$ cat src/design/pdsr_pkg.sv
`default_nettype none
package pdsr_pkg;

   // Field widths.
   localparam int PRESSURE_W = 14;
   localparam int ERROR_W    = 15;
   localparam int SPEED_W    = 12;
   localparam int MOTOR_W    = 13;
   localparam int PERIOD_W   = 20;
   localparam int SETTLE_W   = 5;

   // Configuration port.
   localparam int CSR_INDEX_W = 3;
   localparam int CSR_DATA_W  = 14;

   localparam logic [CSR_INDEX_W-1:0] REG_TARGET    = 3'd0;
   localparam logic [CSR_INDEX_W-1:0] REG_TOLERANCE = 3'd1;
   localparam logic [CSR_INDEX_W-1:0] REG_CUTOFF    = 3'd2;
   localparam logic [CSR_INDEX_W-1:0] REG_MIN_SPEED = 3'd3;
   localparam logic [CSR_INDEX_W-1:0] REG_MAX_SPEED = 3'd4;
   localparam logic [CSR_INDEX_W-1:0] REG_ENABLE    = 3'd5;

   // Register reset values.
   localparam logic [PRESSURE_W-1:0] TARGET_RESET    = 14'd1638;
   localparam logic [PRESSURE_W-1:0] TOLERANCE_RESET = 14'd10;
   localparam logic [PRESSURE_W-1:0] CUTOFF_RESET    = 14'd200;
   localparam logic [SPEED_W-1:0]    MIN_SPEED_RESET = 12'd350;
   localparam logic [SPEED_W-1:0]    MAX_SPEED_RESET = 12'd2000;

   // Regulator state.
   localparam logic [SETTLE_W-1:0] SETTLE_SAMPLES = 5'd20;
   localparam logic [PERIOD_W-1:0] PERIOD_RESET   = 20'd1000;
   localparam logic [PERIOD_W-1:0] PERIOD_NUM     = 20'd1000000;

   // Shared divider: 26-bit dividend (14 x 12 bit product), 14-bit divisor.
   localparam int DIV_NUM_W = PRESSURE_W + SPEED_W;
   localparam int DIV_DEN_W = PRESSURE_W;
   localparam int DIV_CNT_W = 5;
   localparam int PERIOD_ALIGN = DIV_NUM_W - PERIOD_W;

   localparam logic [DIV_CNT_W-1:0] INTERP_ITERS = DIV_CNT_W'(DIV_NUM_W);
   localparam logic [DIV_CNT_W-1:0] PERIOD_ITERS = DIV_CNT_W'(PERIOD_W);

   typedef struct packed {
      logic [PRESSURE_W-1:0] target;
      logic [PRESSURE_W-1:0] tolerance;
      logic [PRESSURE_W-1:0] cutoff;
      logic [SPEED_W-1:0]    min_speed;
      logic [SPEED_W-1:0]    max_speed;
      logic                  enable;
      logic                  target_wr;
   } cfg_type;

   typedef struct packed {
      logic busy;
      logic done;
   } div_status_type;

   typedef enum logic [6:0] {
      S_IDLE = 7'b0000001,
      S_EVAL = 7'b0000010,
      S_MUL  = 7'b0000100,
      S_DIV1 = 7'b0001000,
      S_ADD  = 7'b0010000,
      S_DIV2 = 7'b0100000,
      S_DONE = 7'b1000000
   } seq_state_type;

endpackage
`default_nettype wire

$ cat src/design/pdsr_csr.sv
`default_nettype none
module pdsr_csr (
   input  logic                                 clock,
   input  logic                                 reset,
   input  logic                                 csr_valid,
   output logic                                 csr_ready,
   input  logic [pdsr_pkg::CSR_INDEX_W-1:0]     csr_index,
   input  logic [pdsr_pkg::CSR_DATA_W-1:0]      csr_wdata,
   output pdsr_pkg::cfg_type                    cfg
);
   import pdsr_pkg::*;

   cfg_type cfg_ff, cfg_in;
   logic    wr;

   assign csr_ready = 1'b1;
   assign wr        = csr_valid & csr_ready;

   always_comb begin
      cfg_in           = cfg_ff;
      cfg_in.target_wr = 1'b0;
      if (wr) begin
         case (csr_index)
            REG_TARGET: begin
               cfg_in.target    = csr_wdata[PRESSURE_W-1:0];
               cfg_in.target_wr = 1'b1;
            end
            REG_TOLERANCE: cfg_in.tolerance = csr_wdata[PRESSURE_W-1:0];
            REG_CUTOFF:    cfg_in.cutoff    = csr_wdata[PRESSURE_W-1:0];
            REG_MIN_SPEED: cfg_in.min_speed = csr_wdata[SPEED_W-1:0];
            REG_MAX_SPEED: cfg_in.max_speed = csr_wdata[SPEED_W-1:0];
            REG_ENABLE:    cfg_in.enable    = csr_wdata[0];
            default: begin
            end
         endcase
      end
   end

   always_ff @(posedge clock) begin
      if (reset) begin
         cfg_ff.target    <= TARGET_RESET;
         cfg_ff.tolerance <= TOLERANCE_RESET;
         cfg_ff.cutoff    <= CUTOFF_RESET;
         cfg_ff.min_speed <= MIN_SPEED_RESET;
         cfg_ff.max_speed <= MAX_SPEED_RESET;
         cfg_ff.enable    <= 1'b0;
         cfg_ff.target_wr <= 1'b0;
      end else begin
         cfg_ff <= cfg_in;
      end
   end

   assign cfg = cfg_ff;

endmodule
`default_nettype wire

$ cat src/design/pdsr_div.sv
`default_nettype none
module pdsr_div (
   input  logic                               clock,
   input  logic                               reset,
   input  logic                               start,
   input  logic [pdsr_pkg::DIV_NUM_W-1:0]     dividend,
   input  logic [pdsr_pkg::DIV_DEN_W-1:0]     divisor,
   input  logic [pdsr_pkg::DIV_CNT_W-1:0]     iterations,
   output logic [pdsr_pkg::DIV_NUM_W-1:0]     quotient,
   output pdsr_pkg::div_status_type           status
);
   import pdsr_pkg::*;

   // Restoring divider, one quotient bit per cycle. The dividend shifts out
   // of the top of quo_ff while quotient bits shift in at the bottom, so a
   // left-aligned dividend run for fewer iterations yields a short quotient.
   logic [DIV_NUM_W-1:0] quo_ff, quo_in;
   logic [DIV_DEN_W-1:0] rem_ff, rem_in;
   logic [DIV_DEN_W-1:0] den_ff, den_in;
   logic [DIV_CNT_W-1:0] cnt_ff, cnt_in;
   logic                 done_ff, done_in;
   logic [DIV_DEN_W:0]   rem_shift, rem_diff;
   logic                 fits;

   always_comb begin
      rem_shift = {rem_ff, quo_ff[DIV_NUM_W-1]};
      rem_diff  = rem_shift - {1'b0, den_ff};
      fits      = rem_shift >= {1'b0, den_ff};
      quo_in    = quo_ff;
      rem_in    = rem_ff;
      den_in    = den_ff;
      cnt_in    = cnt_ff;
      done_in   = 1'b0;
      if (start) begin
         quo_in = dividend;
         rem_in = '0;
         den_in = divisor;
         cnt_in = iterations;
      end else if (cnt_ff != '0) begin
         if (fits) begin
            rem_in = rem_diff[DIV_DEN_W-1:0];
         end else begin
            rem_in = rem_shift[DIV_DEN_W-1:0];
         end
         quo_in  = {quo_ff[DIV_NUM_W-2:0], fits};
         cnt_in  = cnt_ff - 1'b1;
         done_in = (cnt_ff == DIV_CNT_W'(1));
      end
   end

   always_ff @(posedge clock) begin
      if (reset) begin
         cnt_ff  <= '0;
         done_ff <= 1'b0;
      end else begin
         cnt_ff  <= cnt_in;
         done_ff <= done_in;
      end
   end

   always_ff @(posedge clock) begin
      quo_ff <= quo_in;
      rem_ff <= rem_in;
      den_ff <= den_in;
   end

   assign quotient    = quo_ff;
   assign status.busy = (cnt_ff != '0);
   assign status.done = done_ff;

endmodule
`default_nettype wire

$ cat src/design/pressure_deadband_speed_regulator_top.sv
// A sample in the hold band goes from evaluate through add to done; at maximum
// speed the step-period division runs after add, and in the proportional region
// the interpolation division also runs before add; both use the shared restoring
// divider. No new sample is taken until the current one leaves done; a held
// or disabled sample is taken in the idle state and dropped. Reset (synchronous,
// active high) restores the sequencer, regulator and result-valid state at once.
`default_nettype none
module pressure_deadband_speed_regulator_top (
   input  logic                                    clock,
   input  logic                                    reset,
   // Sample channel.
   input  logic                                    req_valid,
   output logic                                    req_stall,
   input  logic [pdsr_pkg::PRESSURE_W-1:0]         req_pressure,
   input  logic                                    req_hold,
   // Result channel.
   output logic                                    rsp_valid,
   input  logic                                    rsp_stall,
   output logic signed [pdsr_pkg::MOTOR_W-1:0]     rsp_motor_speed,
   output logic [pdsr_pkg::PERIOD_W-1:0]           rsp_step_period_us,
   output logic                                    rsp_target_reached,
   output logic signed [pdsr_pkg::ERROR_W-1:0]     rsp_pressure_error,
   // Configuration write channel.
   input  logic                                    csr_valid,
   output logic                                    csr_ready,
   input  logic [pdsr_pkg::CSR_INDEX_W-1:0]        csr_index,
   input  logic [pdsr_pkg::CSR_DATA_W-1:0]         csr_wdata
);
   import pdsr_pkg::*;

   cfg_type        cfg;
   div_status_type div_stat;

   // Sequencer and per-sample working registers.
   seq_state_type              state_ff, state_in;
   logic signed [ERROR_W-1:0]  err_ff, err_in;
   logic [PRESSURE_W-1:0]      mag_ff, mag_in;
   logic                       neg_ff, neg_in;
   logic [SPEED_W-1:0]         speed_ff, speed_in;
   logic                       psign_ff, psign_in;

   // Regulator state that persists across samples.
   logic                       reached_ff, reached_in;
   logic [SETTLE_W-1:0]        settle_ff, settle_in;
   logic [PERIOD_W-1:0]        period_ff, period_in;

   // Result register.
   logic                       out_valid_ff, out_valid_in;
   logic signed [MOTOR_W-1:0]  out_speed_ff, out_speed_in;
   logic [PERIOD_W-1:0]        out_period_ff, out_period_in;
   logic                       out_reached_ff, out_reached_in;
   logic signed [ERROR_W-1:0]  out_err_ff, out_err_in;

   // Divider hookup.
   logic                       div_start;
   logic [DIV_NUM_W-1:0]       div_dividend;
   logic [DIV_DEN_W-1:0]       div_divisor;
   logic [DIV_CNT_W-1:0]       div_iters;
   logic [DIV_NUM_W-1:0]       div_quo;

   // Combinational helpers.
   logic                       accept;
   logic [ERROR_W-1:0]         mag_wide;
   logic [PRESSURE_W-1:0]      mag_now;
   logic signed [MOTOR_W-1:0]  speed_diff;
   logic [SPEED_W-1:0]         diff_mag;
   logic [DIV_NUM_W-1:0]       product;
   logic signed [MOTOR_W-1:0]  quo_signed;
   logic signed [MOTOR_W-1:0]  interp_sum;
   logic [SETTLE_W-1:0]        settle_next;
   logic                       out_free;

   pdsr_csr u_csr (
      .clock     (clock),
      .reset     (reset),
      .csr_valid (csr_valid),
      .csr_ready (csr_ready),
      .csr_index (csr_index),
      .csr_wdata (csr_wdata),
      .cfg       (cfg)
   );

   pdsr_div u_div (
      .clock      (clock),
      .reset      (reset),
      .start      (div_start),
      .dividend   (div_dividend),
      .divisor    (div_divisor),
      .iterations (div_iters),
      .quotient   (div_quo),
      .status     (div_stat)
   );

   // The block takes a new sample only from the idle state; everything else
   // is one sample working its way through the shared divider.
   assign req_stall = (state_ff != S_IDLE);
   assign accept    = req_valid & ~req_stall;
   assign out_free  = ~out_valid_ff | ~rsp_stall;

   // Error magnitude fits in 14 bits because both operands are 14-bit unsigned.
   assign mag_wide    = err_ff[ERROR_W-1] ? ERROR_W'(-err_ff) : ERROR_W'(err_ff);
   assign mag_now     = mag_wide[PRESSURE_W-1:0];
   assign settle_next = settle_ff + 1'b1;

   // Proportional term: |error| * |max - min|, with the sign tracked apart so
   // the divider only sees magnitudes and truncation goes toward zero.
   assign speed_diff = $signed({1'b0, cfg.max_speed}) - $signed({1'b0, cfg.min_speed});
   assign diff_mag   = speed_diff[MOTOR_W-1] ? SPEED_W'(-speed_diff) : SPEED_W'(speed_diff);
   assign product    = DIV_NUM_W'(mag_ff) * DIV_NUM_W'(diff_mag);

   // The quotient never exceeds |max - min|, so its low 12 bits carry it all.
   assign quo_signed = psign_ff ? -$signed({1'b0, div_quo[SPEED_W-1:0]})
                                :  $signed({1'b0, div_quo[SPEED_W-1:0]});
   assign interp_sum = $signed({1'b0, cfg.min_speed}) + quo_signed;

   // The divider is shared: first the interpolation over the cutoff, then
   // the step period as 1000000 over the speed magnitude, left-aligned.
   always_comb begin
      div_start    = 1'b0;
      div_dividend = product;
      div_divisor  = cfg.cutoff;
      div_iters    = INTERP_ITERS;
      if (state_ff == S_MUL) begin
         div_start = 1'b1;
      end else if (state_ff == S_ADD) begin
         div_start    = (speed_ff != '0);
         div_dividend = {PERIOD_NUM, {PERIOD_ALIGN{1'b0}}};
         div_divisor  = DIV_DEN_W'(speed_ff);
         div_iters    = PERIOD_ITERS;
      end
   end

   always_comb begin
      state_in       = state_ff;
      err_in         = err_ff;
      mag_in         = mag_ff;
      neg_in         = neg_ff;
      speed_in       = speed_ff;
      psign_in       = psign_ff;
      reached_in     = reached_ff;
      settle_in      = settle_ff;
      period_in      = period_ff;
      out_valid_in   = out_valid_ff & rsp_stall;
      out_speed_in   = out_speed_ff;
      out_period_in  = out_period_ff;
      out_reached_in = out_reached_ff;
      out_err_in     = out_err_ff;

      case (state_ff)
         S_IDLE: begin
            // A held sample, or any sample while disabled, leaves no trace.
            if (accept && !req_hold && cfg.enable) begin
               err_in   = $signed({1'b0, req_pressure}) - $signed({1'b0, cfg.target});
               state_in = S_EVAL;
            end
         end
         S_EVAL: begin
            mag_in   = mag_now;
            neg_in   = ~err_ff[ERROR_W-1];
            state_in = S_ADD;
            if (mag_now <= PRESSURE_W'(1) && !reached_ff) begin
               // Settling: count consecutive samples inside plus or minus one.
               speed_in = '0;
               if (settle_next >= SETTLE_SAMPLES) begin
                  reached_in = 1'b1;
                  settle_in  = '0;
               end else begin
                  settle_in = settle_next;
               end
            end else if (reached_ff && mag_now <= cfg.tolerance) begin
               speed_in = '0;
            end else begin
               reached_in = 1'b0;
               settle_in  = '0;
               // With a zero cutoff the interpolation degenerates to max speed.
               if (mag_now > cfg.cutoff || cfg.cutoff == '0) begin
                  speed_in = cfg.max_speed;
               end else begin
                  state_in = S_MUL;
               end
            end
         end
         S_MUL: begin
            psign_in = speed_diff[MOTOR_W-1];
            state_in = S_DIV1;
         end
         S_DIV1: begin
            if (div_stat.done) begin
               speed_in = interp_sum[SPEED_W-1:0];
               state_in = S_ADD;
            end
         end
         S_ADD: begin
            // A zero speed keeps the previous step period.
            if (speed_ff != '0) begin
               state_in = S_DIV2;
            end else begin
               state_in = S_DONE;
            end
         end
         S_DIV2: begin
            if (div_stat.done) begin
               period_in = div_quo[PERIOD_W-1:0];
               state_in  = S_DONE;
            end
         end
         S_DONE: begin
            if (out_free) begin
               out_valid_in   = 1'b1;
               out_speed_in   = neg_ff ? -$signed({1'b0, speed_ff})
                                       :  $signed({1'b0, speed_ff});
               out_period_in  = period_ff;
               out_reached_in = reached_ff;
               out_err_in     = err_ff;
               state_in       = S_IDLE;
            end
         end
         default: begin
            state_in = S_IDLE;
         end
      endcase

      // Rewriting the target restarts the settle detection.
      if (cfg.target_wr) begin
         reached_in = 1'b0;
         settle_in  = '0;
      end
   end

   always_ff @(posedge clock) begin
      if (reset) begin
         state_ff     <= S_IDLE;
         reached_ff   <= 1'b1;
         settle_ff    <= '0;
         period_ff    <= PERIOD_RESET;
         out_valid_ff <= 1'b0;
      end else begin
         state_ff     <= state_in;
         reached_ff   <= reached_in;
         settle_ff    <= settle_in;
         period_ff    <= period_in;
         out_valid_ff <= out_valid_in;
      end
   end

   always_ff @(posedge clock) begin
      err_ff         <= err_in;
      mag_ff         <= mag_in;
      neg_ff         <= neg_in;
      speed_ff       <= speed_in;
      psign_ff       <= psign_in;
      out_speed_ff   <= out_speed_in;
      out_period_ff  <= out_period_in;
      out_reached_ff <= out_reached_in;
      out_err_ff     <= out_err_in;
   end

   assign rsp_valid          = out_valid_ff;
   assign rsp_motor_speed    = out_speed_ff;
   assign rsp_step_period_us = out_period_ff;
   assign rsp_target_reached = out_reached_ff;
   assign rsp_pressure_error = out_err_ff;

   // A new result is only ever loaded from the final sequencer state.
   a_rsp_from_done: assert property (@(posedge clock) disable iff (reset)
      $rose(rsp_valid) |-> $past(state_ff == S_DONE))
      else $error("result appeared outside the final state");

   // Any motion means the target is not considered reached.
   a_motion_not_reached: assert property (@(posedge clock) disable iff (reset)
      (rsp_valid && rsp_motor_speed != '0) |-> !rsp_target_reached)
      else $error("nonzero speed reported with target reached");

   // The shared divider only runs during the two division phases.
   a_div_phase: assert property (@(posedge clock) disable iff (reset)
      div_stat.busy |-> (state_ff == S_DIV1 || state_ff == S_DIV2))
      else $error("divider busy outside a division phase");

   // The step period can never collapse to zero.
   a_period_nonzero: assert property (@(posedge clock) disable iff (reset)
      rsp_valid |-> (rsp_step_period_us != '0))
      else $error("zero step period reported");

endmodule
`default_nettype wire
$ cat config.mk
export PLATFORM = sky130hd
export DESIGN_NAME = pressure_deadband_speed_regulator_top
export DESIGN_NICKNAME = d
export VERILOG_FILES = /design/src/design/pdsr_pkg.sv /design/src/design/pdsr_csr.sv /design/src/design/pdsr_div.sv /design/src/design/pressure_deadband_speed_regulator_top.sv
export SDC_FILE = /design/constraint.sdc
export NUM_CORES = 1
export LEC_CHECK = 0
export BUFFER_PORTS_ARGS = -buffer_cell sky130_fd_sc_hd__buf_2
export CAP_MARGIN = 10
export CORE_ASPECT_RATIO = 1.25
export CORE_MARGIN = 4
export CORE_UTILIZATION = 25
export CTS_BUF_LIST = sky130_fd_sc_hd__clkbuf_8 sky130_fd_sc_hd__clkbuf_16
export DETAILED_ROUTE_END_ITERATION = 12
export PLACE_DENSITY = 0.4
export SLEW_MARGIN = 20
export SYNTH_ARGS = -nofsm -noshare
export SYNTH_HDL_FRONTEND = slang
export SYNTH_SLANG_ARGS = --single-unit
$ cat constraint.sdc
create_clock -name clock -period 8.26 [get_ports clock]
set_input_delay 0.826 -clock clock [delete_from_list [all_inputs] [get_ports clock]]
set_output_delay 0.826 -clock clock [all_outputs]
set_load 0.01 [all_outputs]
======== Word-level counts from Yosys, hierarchy flattened ========
Index checks and enable logic that the tools add are counted.
storage, ports and cells
  word-level logic and storage cells ...... 146
  latch bits .............................. 0
  memories kept ........................... 0
  bits in writable memories ............... 0
  output and inout bits ................... 52
  bits of input ports ..................... 37
  bits in read-only memories .............. 0
  flip-flop bits (word level) ............. 254
cells by class
  reduce and logical (&&, ||, !) cells .... 30
  equal/unequal tests ..................... 22
  multiply operators ...................... 1
  magnitude comparators ................... 5
  div/mod/pow operators ................... 0
  mux-type cells .......................... 42
  $add $sub $neg .......................... 10
  bitwise operators ....................... 9
  shift-type cells ........................ 0
operators by type and width
  kind                 number
  $mux 26              4
  $mux 12              7
  $mux 14              4
  $pmux 7 s7           1
  $mux 5               8
  $mux 7               5
  $mul 14x12->26       1
  $neg 12->12          2
  $pmux 12 s2          1
  $reduce_and 2->1     10
  $ge 15x14->1         1
  $sub 14x14->15       1
  $gt 14x14->1         1
  $le 14x1->1 const B  1
  $le 14x14->1         1
  $logic_not 14->1     1
  $neg 14->14          1
  $sub 14x14->14       1
  $neg 12->13          1
  $sub 12x12->13       1
  $add 12x12->12       1
  $reduce_bool 12->1   1
  $mux 1               10
  $mux 4               2
  other kinds (33)     52

======== Depth between registers and ports, before layout ========
  depth after elaboration ................. 8
  mapped depth ............................ 33

======== Modules after synthesis ========
A second synthesis with hierarchy kept.
second synthesis, totals
  cell total of the unflattened synthesis .. 2006
  area, all modules ....................... 19342.3 µm²
by module, submodules not included
  module                                 cells each  area each (µm²)  instances
  pressure_deadband_speed_regulator_top  1475        13455.4          1
  pdsr_div                               277         3179.3           1
  pdsr_csr                               254         2707.6           1

======== Least setup slack after synthesis ========
No wires, ideal clock.
  kind .................................... register to register
  start point ............................. reg u_csr.cfg_ff (netlist bit u_csr.cfg[2])
  end point ............................... reg u_div.quo_ff[24], in the netlist u_div.quotient[24], data pin
  stages on the path, launching flop included .. 29
  arrival ................................. 7165 ps
  clock period less this slack ............ 7421 ps
  slack ................................... 839 ps
  path buffers ............................ 1
  data required time ...................... 8004 ps
  cells stage by stage .................... dfxtp_1 inv_1 ha_1 fa_1 nand2b_1 a21oi_1 o22a_1 nor4_1 or4_4 a41oi_1 xnor2_1 buf_4 and2_4 fa_1 inv_1 fa_1 fa_1 fa_1 fa_1 inv_1 ha_1 and4_1 and2_1 nand3b_1 a21boi_0 o21ai_0 a211oi_1 mux2i_1 nor2_1
between the ends
  word-level cells in the longest chain between the ends .. 7
RTL lines
  what                      RTL line                                      text
  start: declaration        pdsr_csr.sv:13                                cfg_type cfg_ff, cfg_in;
  start signal: assignment  pdsr_csr.sv:49                                cfg_ff <= cfg_in;
  $sub 12x12->13 *          pressure_deadband_speed_regulator_top.sv:107  assign speed_diff = $signed({1'b0, cfg.max_speed}) - $signed({1'b0, cfg.min_speed});
  $neg 12->12               pressure_deadband_speed_regulator_top.sv:108  assign diff_mag = speed_diff[MOTOR_W-1] ? SPEED_W'(-speed_diff) : SPEED_W'(speed_diff);
  $mux 12 *                 pressure_deadband_speed_regulator_top.sv:108
  $mul 14x12->26 *          pressure_deadband_speed_regulator_top.sv:109  assign product = DIV_NUM_W'(mag_ff) * DIV_NUM_W'(diff_mag);
  $mux 26                   pressure_deadband_speed_regulator_top.sv:125  end else if (state_ff == S_ADD) begin
  $mux 26 *                 pressure_deadband_speed_regulator_top.sv:123  if (state_ff == S_MUL) begin
  $mux 26 *                 pdsr_div.sv:34                                if (start) begin
  net u_div.quo_in[24]      pdsr_div.sv:17                                logic [DIV_NUM_W-1:0] quo_ff, quo_in;
  end signal: assignment    pdsr_div.sv:62                                quo_ff <= quo_in;
  end: declaration          pdsr_div.sv:17
Mark *: on every way through the listed nets, which the timed path passes. The rest lies on a longest branch.
A chain may end at the register's enable or synchronous reset.

======== Worst setup path in the final report ========
  start point ............................. reg u_csr.cfg_ff (netlist bit u_csr.cfg[2])
  end point ............................... reg u_div.quo_ff[21], in the netlist u_div.quotient[21], data pin
The elaborated chain is that of the path after synthesis.

==> run summary <==
Outcome = completed
Crit. Startpoint = u_csr.cfg[2]
Period minus WS final = 7.789 ns
Leading area contributor after synthesis = edfxtp_1
Static leakage = 0.009177 uW
EDFF count, synth = 132
IO Port Bufs = 87
Unique masters post-synth = 76
Num rows = 112
Met1 Wirelength = 25.13 mm
Vias in the first global route = 15300
Synth top area cells = edfxtp_1 (21%), fa_1 (13%), dfxtp_1 (13%)
Share of flip-flops with an asynchronous set or reset = 0
CTS Buf Count = 34
Layout Nets = 2470
Reg-to-Reg Start = u_csr.cfg[2]
Crit. End Element = flip-flop
Setup Buffers After CTS = 0
Antenna cells = 0
Pre-CTS setup slack = 0.07086 ns
Measured slew at the worst slew-check pin = 1.090 ns
Clock Skew = 0.03317 ns
Clk Tree Root Cell = clkbuf_16
CTS tree = done
Cts repair resizes = 0
H-tree depth = 2
Worst slew margin relative to its limit = 0.2682
Max frequency = 0.1284 GHz
Leftover overflow at the end of global routing = 0
DRT Wirelength = 57.94 mm
Reg clk slew, reported paths = 0.06 ns
Starting density of the core = 0.2526
Worst path slowest cell = fa_1
Final worst path period share = 0.9430
Layout cells sized above 1 = 0.09849
RSZ-0062 raised after global routing = no
CP Class = flip-flop to flip-flop
First drt pass iteration count = 5
WP data arrival = 8.05 ns
Gr usage total = 0.1447
Die area = 80110 sq um
PD cells = 384.2 nW/um^2
Post-route DRC = 0
Vias per inst = 4.687
Remaining antenna violation count = 0
Die X-Extent = 254.0 microns
Cell mode on critical path = fa_1
CORE AREA = 74830 sq um
CP required = 8.52 ns
Ys flop type = edfxtp_1
Worst reg-to-reg setup slack = 0.47 ns
DR WL met2 = 28.60 mm
Synthesized cell area = 18910 sq um
Area Growth Syn to Fin = 15.14%
Synth top area share = 0.2097
Setup TNS = 0 ns
Vias after detailed routing = 14770
Die H = 315.5 microns
Post-Syn Nets = 2389
Worst min path class = flip-flop to flip-flop
Hold bufs inserted after CTS = 0
First-pass GRT wire length = 89.64 mm
Clock buffer depth = 3
Dpl cells = 3090
Detailed placement HPWL = 44.89 mm
Final setup viols = 0
Crit path max fanout = 14
Peak VDD IR = 389.2 uV
Non-filler cells, final = 3152
Synthesis Warnings = 0
Post-Synthesis Cells = 2076
DR WL/cell = 18.38 microns
Top Layer Used = met4
PnR worst setup slack = 0.4705 ns
Final count of pins violating max slew = 0
Clk sinks = 254
Synthesized area per cell = 9.107 sq um
Iter 0 DRT Violations = 779
I/O Pins = 89
Crit start category = flip-flop
WL met3 = 2.058 mm
Initial antenna violation count = 1
Register bit total from synthesis = 254
Max Cap Viol = 0
Fin. Hold Viols = 0
Clock latency on the worst-skew pair = 0.55 ns
Gpl congestion = 0.8308
Min-delay src = period_ff[2]
Register area share after synthesis = 0.3388
Largest net degree at the start of global routing = 44
Max stage delay on crit path = 0.54 ns
metrics by stage:
stage | cell area (sq um) | total power, uW | utilization | hold slack (ns)
floorplan | 18910 | 5191 | - | 0.4081
global placement | 20560 | 6884 | 0.2747 | 0.4216
detailed placement | 20560 | 6886 | 0.2747 | 0.4159
CTS | 21730 | 8493 | 0.2904 | 0.4145
global route | 21770 | 9205 | 0.2909 | 0.4403
finish | 21770 | 8362 | 0.2909 | 0.4267
power breakdown:
group          internal (uW)  switching, uW  leakage [uW]  total, uW
Combinational           2210           2950       0.00636       5160
Sequential              1520            149       0.00223       1670
Clock                    940            597      0.000584       1540
Total                   4670           3690       0.00918       8360
cell families after synthesis:
family,count (synthesis),share of synthesized area
adders and majority gates,276,0.2319
other,1,0.0001984
AOI/OAI and AO/OA,378,0.1261
and+or+nand+nor,717,0.1826
xor gates and xnor gates,92,0.04262
buffers and inverters,343,0.06969
DFF,254,0.3388
muxes,15,0.008074
metal layers:
metal,vias up,track usage
li1,7194,-
met1,7181,0.1830
met2,312,0.2541
met3,85,0.01711
met4,0,0.05213
met5,-,0
worst paths after layout:
kind	depth (start not counted)	to
min	0	rsp_step_period_us[2]
min reg2reg	0	rsp_step_period_us[2]
max	29	u_div.quotient[21]
max reg2reg	29	u_div.quotient[21]
final cells by class:
type,instances,area [sq um]
tap,969,1212
clock inverter,24,242.7
clock buffer,38,928.4
sequential,254,6406
inverter,263,987.2
fill,8039,53060
timing repair buffer,125,733.2
multi-input combinational,1479,11260
cells in the mapped netlist, drive strengths merged (8+ instances only):
master	number
nand2	333
inv	262
ha	152
edfxtp	132
a21oi	131
fa	124
dfxtp	122
nor2	80
o21ai	80
xnor2	66
clkbuf	64
and2	59
nand3	46
nor3	40
nor2b	30
a21o	26
xor2	26
nand2b	24
o211ai	24
or3	22
nand4	17
nor4	17
buf	16
o31ai	16
a211oi	14
mux2i	13
o21a	13
a22o	12
or4	10
a31oi	8
o41ai	8
placed cells by master, fill, tap and decap left out, types with 15 or more instances in the layout:
cell,count
inv_1,265
and2_1,55
o211ai_1,24
xor2_1,26
o31ai_1,16
o21ai_0,79
a21o_1,26
nand3_1,46
xnor2_1,65
buf_4,37
nor3_1,39
nor2b_1,30
dfxtp_1,122
a21oi_1,128
buf_2,87
nor2_1,77
ha_1,152
fa_1,124
nand2_1,332
clkbuf_16,36
or3_1,20
nand4_1,17
edfxtp_1,132
nor4_1,15
nand2b_1,24
worst max-delay path: cells and delay by family (launching register included):
kind,cells,cell delay (ns)
adder cells (fa/ha/maj),8,3.58
buffers and inverters,6,0.67
flip-flops,1,0.34
AO/OA/AOI/OAI,8,1.59
XOR/XNOR,1,0.10
AND/OR/NAND/NOR,6,1.22
state kept, by name, summed over array words and instances, names as in the netlist, 13 cells and up:
| signal | flops |
|---|---|
| mag_ff | 14 |
| err_ff | 15 |
| u_div.rem_ff | 14 |
| rsp_pressure_error | 15 |
| rsp_step_period_us | 20 |
| u_csr.cfg | 68 |
| period_ff | 20 |
| rsp_motor_speed | 13 |
| u_div.quotient | 26 |
| u_div.den_ff | 14 |
Power figures use the tool's default switching activity.
